[config.mk]
export PLATFORM = sky130hd
export DESIGN_NAME = shaped_negative_feedback
export DESIGN_NICKNAME = d
export VERILOG_FILES = /design/src/sv/snf_pkg.sv /design/src/sv/snf_mul.sv /design/src/sv/snf_seq.sv /design/src/sv/shaped_negative_feedback.sv
export VERILOG_INCLUDE_DIRS = /design/src /design/src/sv
export SDC_FILE = /design/constraint.sdc
export NUM_CORES = 2
export LEC_CHECK = 0
export BUFFER_PORTS_ARGS = -buffer_cell sky130_fd_sc_hd__buf_4
export CORE_MARGIN = 5
export CORE_UTILIZATION = 59
export DETAILED_ROUTE_END_ITERATION = 8
export MAX_ROUTING_LAYER = met4
export PLACE_DENSITY = 0.9
export SYNTH_ARGS = -nofsm -noshare
export SYNTH_HDL_FRONTEND = slang
export SYNTH_SLANG_ARGS = --single-unit
[constraint.sdc]
create_clock -name clk -period 8.45 [get_ports clk]
set_input_delay 1.2675 -clock clk [delete_from_list [all_inputs] [get_ports clk]]
set_output_delay 1.2675 -clock clk [all_outputs]
set_load 0.02 [all_outputs]
[src/sv/shaped_negative_feedback_assert.svh]
// Assertion macros for the shaped negative feedback block.
`ifndef SHAPED_NEGATIVE_FEEDBACK_ASSERT_SVH
`define SHAPED_NEGATIVE_FEEDBACK_ASSERT_SVH
`ifndef SYNTHESIS
`define SNF_ASSERT(lbl, clk, rstn, prop) \
  lbl: assert property (@(posedge clk) disable iff (!rstn) prop) \
    else $error("shaped_negative_feedback: assertion failed");
`define SNF_ASSERT_NEXT(lbl, clk, rstn, ante, cons) \
  lbl: assert property (@(posedge clk) disable iff (!rstn) (ante) |=> (cons)) \
    else $error("shaped_negative_feedback: assertion failed");
`else
`define SNF_ASSERT(lbl, clk, rstn, prop)
`define SNF_ASSERT_NEXT(lbl, clk, rstn, ante, cons)
`endif
`endif

[src/sv/snf_pkg.sv]
package snf_pkg;

  localparam int SAMPLE_BITS = 24;
  // datapath width: holds the feedback sum, which can reach about 1.6x full scale
  localparam int AW          = SAMPLE_BITS + 2;
  localparam int GAIN_W      = 16;
  // product of an AW operand and a zero-extended gain
  localparam int PW          = AW + GAIN_W + 1;
  localparam int FRAC        = 15;
  localparam int ROUND_HALF  = 1 << (FRAC - 1);
  localparam int CFG_IDX_W   = 2;

  localparam logic [GAIN_W-1:0] Q15_ONE     = 16'd32768;
  localparam logic [GAIN_W-1:0] K_PRESENCE  = 16'd26214;
  localparam logic [GAIN_W-1:0] K_RESONANCE = 16'd19661;
  localparam logic [GAIN_W-1:0] K_NFB       = 16'd9830;

  localparam logic [GAIN_W-1:0] PRES_POLE_RST = 16'd13357;
  localparam logic [GAIN_W-1:0] RES_POLE_RST  = 16'd384;

  localparam logic signed [SAMPLE_BITS-1:0] SAMPLE_MAX = {1'b0, {(SAMPLE_BITS-1){1'b1}}};
  localparam logic signed [SAMPLE_BITS-1:0] SAMPLE_MIN = {1'b1, {(SAMPLE_BITS-1){1'b0}}};
  localparam logic signed [AW-1:0] SAT_MAX =
    {{(AW-SAMPLE_BITS+1){1'b0}}, {(SAMPLE_BITS-1){1'b1}}};
  localparam logic signed [AW-1:0] SAT_MIN =
    {{(AW-SAMPLE_BITS+1){1'b1}}, {(SAMPLE_BITS-1){1'b0}}};

  typedef enum logic [CFG_IDX_W-1:0] {
    CFG_PRES_LEVEL = 2'd0,
    CFG_RES_LEVEL  = 2'd1,
    CFG_PRES_POLE  = 2'd2,
    CFG_RES_POLE   = 2'd3
  } cfg_idx_t;

  // one code per multiply of the sample
  typedef enum logic [2:0] {
    OP_PLP,   // presence lowpass update
    OP_RLP,   // resonance lowpass update
    OP_HI,    // high band times presence level
    OP_HIK,   // times 0.8, starts feedback sum
    OP_LO,    // low band times resonance level
    OP_LOK,   // times 0.6, subtracted from feedback
    OP_NFB    // feedback times 0.3, output
  } op_t;

  typedef enum logic [3:0] {
    ST_IDLE,
    ST_PLP_M, ST_PLP_A,
    ST_RLP_M, ST_RLP_A,
    ST_HI_M,  ST_HI_A,
    ST_HIK_M, ST_HIK_A,
    ST_LO_M,  ST_LO_A,
    ST_LOK_M, ST_LOK_A,
    ST_NFB_M, ST_NFB_A
  } st_t;

  typedef struct packed {
    op_t  op;
    logic issue;   // load the product register
    logic commit;  // write the rounded product back
    logic idle;
  } ctrl_t;

  function automatic logic [GAIN_W-1:0] gain_clamp(input logic [GAIN_W-1:0] g);
    return (g > Q15_ONE) ? Q15_ONE : g;
  endfunction

endpackage

[src/sv/snf_mul.sv]
module snf_mul (
  input  logic                         clk,
  input  logic                         en,
  input  logic signed [snf_pkg::AW-1:0] a,
  input  logic [snf_pkg::GAIN_W-1:0]   b,
  output logic signed [snf_pkg::AW-1:0] q
);
  import snf_pkg::*;

  logic signed [PW-1:0] prod_r;
  logic signed [PW-1:0] rsum;

  always_ff @(posedge clk) begin
    if (en) begin
      prod_r <= PW'(a) * PW'($signed({1'b0, b}));
    end
  end

  // Q1.15 scale back, round half up
  assign rsum = prod_r + PW'(ROUND_HALF);
  assign q    = rsum[AW+FRAC-1:FRAC];

endmodule

[src/sv/snf_seq.sv]
module snf_seq (
  input  logic           clk,
  input  logic           rst_n,
  input  logic           in_fire,
  input  logic           out_free,
  output snf_pkg::ctrl_t ctrl
);
  import snf_pkg::*;

  st_t state_r;
  st_t state_nxt;

  always_ff @(posedge clk) begin
    if (!rst_n) begin
      state_r <= ST_IDLE;
    end else begin
      state_r <= state_nxt;
    end
  end

  always_comb begin
    state_nxt = state_r;
    unique case (state_r)
      ST_IDLE:  if (in_fire) state_nxt = ST_PLP_M;
      ST_PLP_M: state_nxt = ST_PLP_A;
      ST_PLP_A: state_nxt = ST_RLP_M;
      ST_RLP_M: state_nxt = ST_RLP_A;
      ST_RLP_A: state_nxt = ST_HI_M;
      ST_HI_M:  state_nxt = ST_HI_A;
      ST_HI_A:  state_nxt = ST_HIK_M;
      ST_HIK_M: state_nxt = ST_HIK_A;
      ST_HIK_A: state_nxt = ST_LO_M;
      ST_LO_M:  state_nxt = ST_LO_A;
      ST_LO_A:  state_nxt = ST_LOK_M;
      ST_LOK_M: state_nxt = ST_LOK_A;
      ST_LOK_A: state_nxt = ST_NFB_M;
      ST_NFB_M: state_nxt = ST_NFB_A;
      ST_NFB_A: if (out_free) state_nxt = ST_IDLE;
      default:  state_nxt = ST_IDLE;
    endcase
  end

  always_comb begin
    ctrl.op     = OP_PLP;
    ctrl.issue  = 1'b0;
    ctrl.commit = 1'b0;
    ctrl.idle   = 1'b0;
    unique case (state_r)
      ST_IDLE:  ctrl.idle = 1'b1;
      ST_PLP_M: begin ctrl.op = OP_PLP; ctrl.issue  = 1'b1; end
      ST_PLP_A: begin ctrl.op = OP_PLP; ctrl.commit = 1'b1; end
      ST_RLP_M: begin ctrl.op = OP_RLP; ctrl.issue  = 1'b1; end
      ST_RLP_A: begin ctrl.op = OP_RLP; ctrl.commit = 1'b1; end
      ST_HI_M:  begin ctrl.op = OP_HI;  ctrl.issue  = 1'b1; end
      ST_HI_A:  begin ctrl.op = OP_HI;  ctrl.commit = 1'b1; end
      ST_HIK_M: begin ctrl.op = OP_HIK; ctrl.issue  = 1'b1; end
      ST_HIK_A: begin ctrl.op = OP_HIK; ctrl.commit = 1'b1; end
      ST_LO_M:  begin ctrl.op = OP_LO;  ctrl.issue  = 1'b1; end
      ST_LO_A:  begin ctrl.op = OP_LO;  ctrl.commit = 1'b1; end
      ST_LOK_M: begin ctrl.op = OP_LOK; ctrl.issue  = 1'b1; end
      ST_LOK_A: begin ctrl.op = OP_LOK; ctrl.commit = 1'b1; end
      ST_NFB_M: begin ctrl.op = OP_NFB; ctrl.issue  = 1'b1; end
      // hold the result until the output register can take it
      ST_NFB_A: begin ctrl.op = OP_NFB; ctrl.commit = out_free; end
      default:  ctrl.idle = 1'b0;
    endcase
  end

endmodule

[src/sv/shaped_negative_feedback.sv]
// Channel | Ports                                   | Word
// in      | in_valid, in_ready, in_sample_in        | one input sample, Q4.20
// out     | out_valid, out_ready, out_sample_out,   | output sample, saturated,
//         | out_clipped                             | with clip flag
// cfg     | cfg_valid, cfg_ready, cfg_index,        | level / pole register write
//         | cfg_data                                |
//
// One sample passes through the accept step plus seven multiplies through the
// shared multiplier, each loading the product register and then writing back.
// in_ready is high only while the sequencer is idle; cfg_ready is always high.
// A finished sample sits in the output register; the next sample is taken
// meanwhile and stalls only on its last step if that register is still full.
// Synchronous active-low reset clears filters, prev output, levels; sets poles.
`include "shaped_negative_feedback_assert.svh"

module shaped_negative_feedback (
  input  logic                                   clk,
  input  logic                                   rst_n,
  input  logic                                   in_valid,
  output logic                                   in_ready,
  input  logic signed [snf_pkg::SAMPLE_BITS-1:0] in_sample_in,
  output logic                                   out_valid,
  input  logic                                   out_ready,
  output logic signed [snf_pkg::SAMPLE_BITS-1:0] out_sample_out,
  output logic                                   out_clipped,
  input  logic                                   cfg_valid,
  output logic                                   cfg_ready,
  input  logic [snf_pkg::CFG_IDX_W-1:0]          cfg_index,
  input  logic [snf_pkg::GAIN_W-1:0]             cfg_data
);
  import snf_pkg::*;

  localparam int SB = SAMPLE_BITS;

  ctrl_t ctrl;

  logic in_fire;
  logic cfg_fire;
  logic out_free;

  logic [GAIN_W-1:0] pres_level_r;
  logic [GAIN_W-1:0] res_level_r;
  logic [GAIN_W-1:0] pres_pole_r;
  logic [GAIN_W-1:0] res_pole_r;

  logic signed [SB-1:0] x_r,    x_nxt;
  logic signed [SB-1:0] prev_r, prev_nxt;
  logic signed [SB-1:0] plp_r,  plp_nxt;
  logic signed [SB-1:0] rlp_r,  rlp_nxt;
  logic signed [AW-1:0] t_r,    t_nxt;
  logic signed [AW-1:0] fb_r,   fb_nxt;
  logic signed [SB-1:0] out_sample_r,  out_sample_nxt;
  logic                 out_clipped_r, out_clipped_nxt;
  logic                 out_valid_r,   out_valid_nxt;

  logic signed [AW-1:0] mul_a;
  logic [GAIN_W-1:0]    mul_b;
  logic signed [AW-1:0] mul_q;

  logic signed [AW-1:0] x_x, prev_x, plp_x, rlp_x;
  logic signed [AW-1:0] y;
  logic signed [SB-1:0] y_sat;
  logic                 y_clip;

  assign in_fire  = in_valid && in_ready;
  assign cfg_fire = cfg_valid && cfg_ready;
  assign out_free = !out_valid_r || out_ready;

  assign in_ready       = ctrl.idle;
  assign cfg_ready      = 1'b1;
  assign out_valid      = out_valid_r;
  assign out_sample_out = out_sample_r;
  assign out_clipped    = out_clipped_r;

  snf_seq u_seq (
    .clk      (clk),
    .rst_n    (rst_n),
    .in_fire  (in_fire),
    .out_free (out_free),
    .ctrl     (ctrl)
  );

  snf_mul u_mul (
    .clk (clk),
    .en  (ctrl.issue),
    .a   (mul_a),
    .b   (mul_b),
    .q   (mul_q)
  );

  assign x_x    = AW'(x_r);
  assign prev_x = AW'(prev_r);
  assign plp_x  = AW'(plp_r);
  assign rlp_x  = AW'(rlp_r);

  // operand select for the shared multiplier
  always_comb begin
    mul_a = fb_r;
    mul_b = K_NFB;
    unique case (ctrl.op)
      OP_PLP: begin mul_a = prev_x - plp_x; mul_b = gain_clamp(pres_pole_r);  end
      OP_RLP: begin mul_a = prev_x - rlp_x; mul_b = gain_clamp(res_pole_r);   end
      OP_HI:  begin mul_a = prev_x - plp_x; mul_b = gain_clamp(pres_level_r); end
      OP_HIK: begin mul_a = t_r;            mul_b = K_PRESENCE;               end
      OP_LO:  begin mul_a = rlp_x;          mul_b = gain_clamp(res_level_r);  end
      OP_LOK: begin mul_a = t_r;            mul_b = K_RESONANCE;              end
      OP_NFB: begin mul_a = fb_r;           mul_b = K_NFB;                    end
      default: begin mul_a = fb_r;          mul_b = K_NFB;                    end
    endcase
  end

  assign y = x_x - mul_q;

  always_comb begin
    y_sat  = y[SB-1:0];
    y_clip = 1'b0;
    priority if (y > SAT_MAX) begin
      y_sat  = SAMPLE_MAX;
      y_clip = 1'b1;
    end else if (y < SAT_MIN) begin
      y_sat  = SAMPLE_MIN;
      y_clip = 1'b1;
    end else begin
      y_clip = 1'b0;
    end
  end

  always_comb begin
    x_nxt           = x_r;
    prev_nxt        = prev_r;
    plp_nxt         = plp_r;
    rlp_nxt         = rlp_r;
    t_nxt           = t_r;
    fb_nxt          = fb_r;
    out_sample_nxt  = out_sample_r;
    out_clipped_nxt = out_clipped_r;
    out_valid_nxt   = out_valid_r && !out_ready;
    if (in_fire) begin
      x_nxt = in_sample_in;
    end
    if (ctrl.commit) begin
      unique case (ctrl.op)
        OP_PLP: plp_nxt = SB'(plp_x + mul_q);
        OP_RLP: rlp_nxt = SB'(rlp_x + mul_q);
        OP_HI:  t_nxt   = mul_q;
        OP_HIK: fb_nxt  = prev_x - mul_q;
        OP_LO:  t_nxt   = mul_q;
        OP_LOK: fb_nxt  = fb_r - mul_q;
        OP_NFB: begin
          prev_nxt        = y_sat;
          out_sample_nxt  = y_sat;
          out_clipped_nxt = y_clip;
          out_valid_nxt   = 1'b1;
        end
        default: fb_nxt = fb_r;
      endcase
    end
  end

  always_ff @(posedge clk) begin
    if (!rst_n) begin
      prev_r       <= '0;
      plp_r        <= '0;
      rlp_r        <= '0;
      out_valid_r  <= 1'b0;
      pres_level_r <= '0;
      res_level_r  <= '0;
      pres_pole_r  <= PRES_POLE_RST;
      res_pole_r   <= RES_POLE_RST;
    end else begin
      prev_r      <= prev_nxt;
      plp_r       <= plp_nxt;
      rlp_r       <= rlp_nxt;
      out_valid_r <= out_valid_nxt;
      if (cfg_fire) begin
        unique case (cfg_idx_t'(cfg_index))
          CFG_PRES_LEVEL: pres_level_r <= cfg_data;
          CFG_RES_LEVEL:  res_level_r  <= cfg_data;
          CFG_PRES_POLE:  pres_pole_r  <= cfg_data;
          CFG_RES_POLE:   res_pole_r   <= cfg_data;
          default:        res_pole_r   <= res_pole_r;
        endcase
      end
    end
  end

  always_ff @(posedge clk) begin
    x_r           <= x_nxt;
    t_r           <= t_nxt;
    fb_r          <= fb_nxt;
    out_sample_r  <= out_sample_nxt;
    out_clipped_r <= out_clipped_nxt;
  end

  `SNF_ASSERT_NEXT(a_busy_after_accept, clk, rst_n, in_valid && in_ready, !in_ready)
  `SNF_ASSERT(a_out_from_commit, clk, rst_n, $rose(out_valid) |-> $past(ctrl.commit && (ctrl.op == OP_NFB)))
  `SNF_ASSERT(a_no_overwrite, clk, rst_n, (ctrl.commit && (ctrl.op == OP_NFB)) |-> (!out_valid || out_ready))
  `SNF_ASSERT(a_clip_at_limit, clk, rst_n, (out_valid && out_clipped) |-> ((out_sample_out == SAMPLE_MAX) || (out_sample_out == SAMPLE_MIN)))

endmodule
==> flow_summary.rst <==
.. list-table::
   :header-rows: 1

   * - Metric
     - Value
   * - Status
     - complete, but fails checks
   * - Violations in the final reports
     - capacitance limit, slew limit, setup timing
   * - Setup-violating endpoint count in the final report
     - 4
   * - Met1 Use GR
     - 0.427
   * - DRT Wirelength
     - 105000 um
   * - Area of the die
     - 0.0589 sq mm
   * - Top Usage Layer GRT
     - met2
   * - Placed wire-length estimate after detailed placement
     - 82200 um
   * - Critical Path Slowest Stage Cell
     - fa_2
   * - Clock Skew
     - 0.0142 ns
   * - Tightest Pin Transition
     - 1.51 ns
   * - Aggregate global-route resource usage
     - 0.352
   * - Post-synth top cells
     - inv_1, nand2_1, fa_1
   * - TritonCTS clock tree
     - yes
   * - Post-synthesis adder-cell area fraction
     - 0.344
   * - Share of the synthesized area in the top cell type
     - 0.249
   * - Area fraction in compound gates after synthesis
     - 0.133
   * - Most common cell in the netlist
     - inv_1
   * - Via-per-instance ratio
     - 6.12
   * - Summed instance area of the synthesized netlist
     - 0.0319 sq mm
   * - Die outline height
     - 243 um
   * - Peak fanout along the critical path
     - 4
   * - Layout Cell Area excl Fill
     - 0.0379 sq mm
   * - Final cycle utilization of the critical path
     - 1.01
   * - XOR/XNOR share of the synthesized area
     - 0.0461
   * - Flip-flop cell with the highest count after synthesis
     - dfxtp_1
   * - Max cap viols
     - 1
   * - Congestion Overflow GR
     - 0
   * - Hold bufs inserted after CTS
     - 0
   * - CP Class
     - register to register
   * - Length of the first detailed-routing pass in iterations
     - 9
   * - Fraction of final layout cells sized beyond drive strength 1
     - 0.178
   * - Die outline width
     - 243 um
   * - Sinks on Clock Net
     - 269
   * - Fraction of synthesis flops using an asynchronous set or reset pin
     - 0
   * - Crit path setup slack, layout
     - -0.0667 ns
   * - First-pass GRT wire length
     - 162000 um
   * - Clock transition time at the flip-flop clock pins of the worst setup and hold paths
     - 0.07 ns
   * - Post-route antenna net violation count
     - 0
   * - Avg WL per Cell
     - 21.7 um
   * - Max-slew violations
     - 15
   * - CP max stage delay
     - 0.57 ns
   * - Net Count, Synth
     - 4408
   * - Number of ports placed on the die boundary
     - 75
   * - Cells after synthesis
     - 3721
   * - Main combinational cell family by area after synthesis
     - adder cells
   * - Placer's final routability congestion estimate
     - 1.04
   * - Path class of the lowest-slack min-delay path
     - register to register
   * - Worst EP required
     - 8.76 ns
   * - CTS buffer count
     - 28
   * - Maximum number of pins on one net before global-route repair
     - 62
   * - Data arrival time at the worst-slack endpoint
     - 8.83 ns
   * - Part of the Yosys area used for sequential elements
     - 0.209
   * - Library cell occupying the most area in the post-synthesis netlist
     - fa_1
   * - Detailed Route Iter0 Violations
     - 3636
   * - Hold Fails Final Rpt
     - 0
   * - Syn. warnings
     - 0
   * - Number of filler instances in the final layout
     - 3743
   * - Net count, final
     - 4799
   * - Headroom to the max-slew limit
     - -0.0136
   * - Top post-synthesis cells by area
     - fa_1, edfxtp_1, ha_1
   * - Avg Inst Size Synth
     - 8.58 sq um
   * - Htree depth
     - 1
   * - Initial antenna violation count
     - 1
   * - Kind of start point of the critical path
     - register
   * - Most common cell on crit path
     - fa_1
   * - Starting density of the core
     - 0.594
   * - EDFF count, synth
     - 128
   * - DRC
     - 0
   * - GR met3 Demand/Resource
     - 0.0702
   * - Clk buf depth
     - 3
   * - Number of unique standard cell types used by synthesis
     - 85
   * - Peak Freq
     - 117 MHz
   * - Worst setup EP type
     - register
   * - Site Rows
     - 85
   * - Final critical-path required period
     - 8.52 ns
   * - Unrepaired setup endpoints after global routing
     - true
   * - Placed inst area
     - 0.0359 sq mm
   * - Growth of design area from synthesis to finish
     - 18.8%
   * - Number of port buffers
     - 73
   * - Via count of the first global-routing pass
     - 30352
   * - Met2 track demand over resource in global routing
     - 0.564
   * - Simple logic cell fraction of the synthesized area
     - 0.174
   * - Area of the placeable core
     - 0.0537 sq mm
   * - Via count of the routed design
     - 29578
   * - Clk root buf
     - clkbuf_16
   * - Number of storage elements in the synthesis netlist
     - 269
   * - Share of synthesized area spent on multiplexers
     - 0.00933
   * - Latest clock arrival within the worst-skew pair
     - 0.57 ns
   * - Worst slack after detailed placement
     - -0.783 ns
==> area by class of cell <==
| type | instances | area (sq um) | area share |
|---|---|---|---|
| clock inverter | 14 | 105 | 0.00277 |
| sequential | 269 | 6680 | 0.176 |
| tap | 696 | 871 | 0.0230 |
| inverter | 593 | 2230 | 0.0588 |
| timing repair buffer | 483 | 3840 | 0.101 |
| clock buffer | 38 | 811 | 0.0214 |
| multi-input combinational | 2737 | 23400 | 0.617 |
| antenna | 1 | 2.50 | 0.0000660 |
==> through the flow <==
step	util	setup TNS [ns]	hold slack (ns)	instances
global placement	0.669	-3.83	0.457	4744
finish	0.706	-0.189	0.475	4831
CTS	0.695	0	0.473	4813
detailed placement	0.669	-6.12	0.462	4744
floorplan	-	0	0.446	3721
global route	0.706	-3.34	0.497	4831
==> registers in the layout, summed over array words and instances, names as in the netlist <==
name	cells
out_clipped	1
u_seq.state_r	4
x_r	24
plp_r	24
res_level_r	16
fb_r	26
prev_r	24
u_mul.prod_r	27
pres_level_r	16
out_sample_out	24
t_r	26
out_valid	1
res_pole_r	16
pres_pole_r	16
rlp_r	24
==> layout by cell type, fill, tap and decap left out, types with 19 or more instances in the layout <==
cell,netlist,routed
and3_1,22,22
nand2_1,526,524
nand2b_1,40,40
nand3_1,67,64
nor3_1,55,48
o21ai_0,132,118
fa_1,397,385
xnor2_1,118,114
xor2_1,42,42
a21o_1,46,45
dfxtp_1,141,131
clkbuf_16,0,30
mux2_2,22,22
buf_4,1,457
inv_1,591,577
ha_1,243,231
o211ai_1,25,25
nor2_1,328,316
edfxtp_1,128,128
o21a_1,39,37
and2_1,53,50
nor2b_1,39,35
a211oi_1,28,19
a21oi_1,229,212
==> kinds of logic (layout without fill, tap and decap cells) <==
family	after synthesis	after routing
AND/OR/NAND/NOR	1236	1236
buffers and inverters	715	1128
AO/OA/AOI/OAI	670	670
adder cells (fa/ha/maj)	640	640
flip-flops	269	269
XOR/XNOR	163	163
multiplexers	27	27
other	1	2
==> repair_timing <==
item | in CTS | in global routing
pin swaps | 44 | 114
gates resized for setup | 85 | 116
setup endpoints to repair | 20 | 20
buffers inserted | 17 | 20
==> metal layers <==
metal | vias to the layer above | part of all wire
met3 | 569 | 0.11
met2 | 1958 | 0.46
met5 | - | 0
met1 | 14080 | 0.35
met4 | 0 | 0.075
li1 | 12971 | -
==> critical path: cells and delay by family (launching register included) <==
| family | cells | cell delay [ns] |
|---|---|---|
| AO/OA/AOI/OAI | 14 | 2.45 |
| adder cells (fa/ha/maj) | 8 | 3.39 |
| buffers and inverters | 9 | 0.95 |
| flip-flops | 1 | 0.33 |
| AND/OR/NAND/NOR | 6 | 1.11 |
==> worst paths after layout <==
kind / end / start / cells past startpoint / slack, ns
max: u_mul.prod_r[37] / prev_r[1] / 37 / -0.07
min: pres_pole_r[9] / pres_pole_r[9] / 2 / 0.48
max reg2reg: u_mul.prod_r[37] / prev_r[1] / 37 / -0.07
min reg2reg: pres_pole_r[9] / pres_pole_r[9] / 2 / 0.48
Power is left out: the tool's default activity adds up to more than one toggle a clock period on the data nets, which glitch-free logic cannot reach.
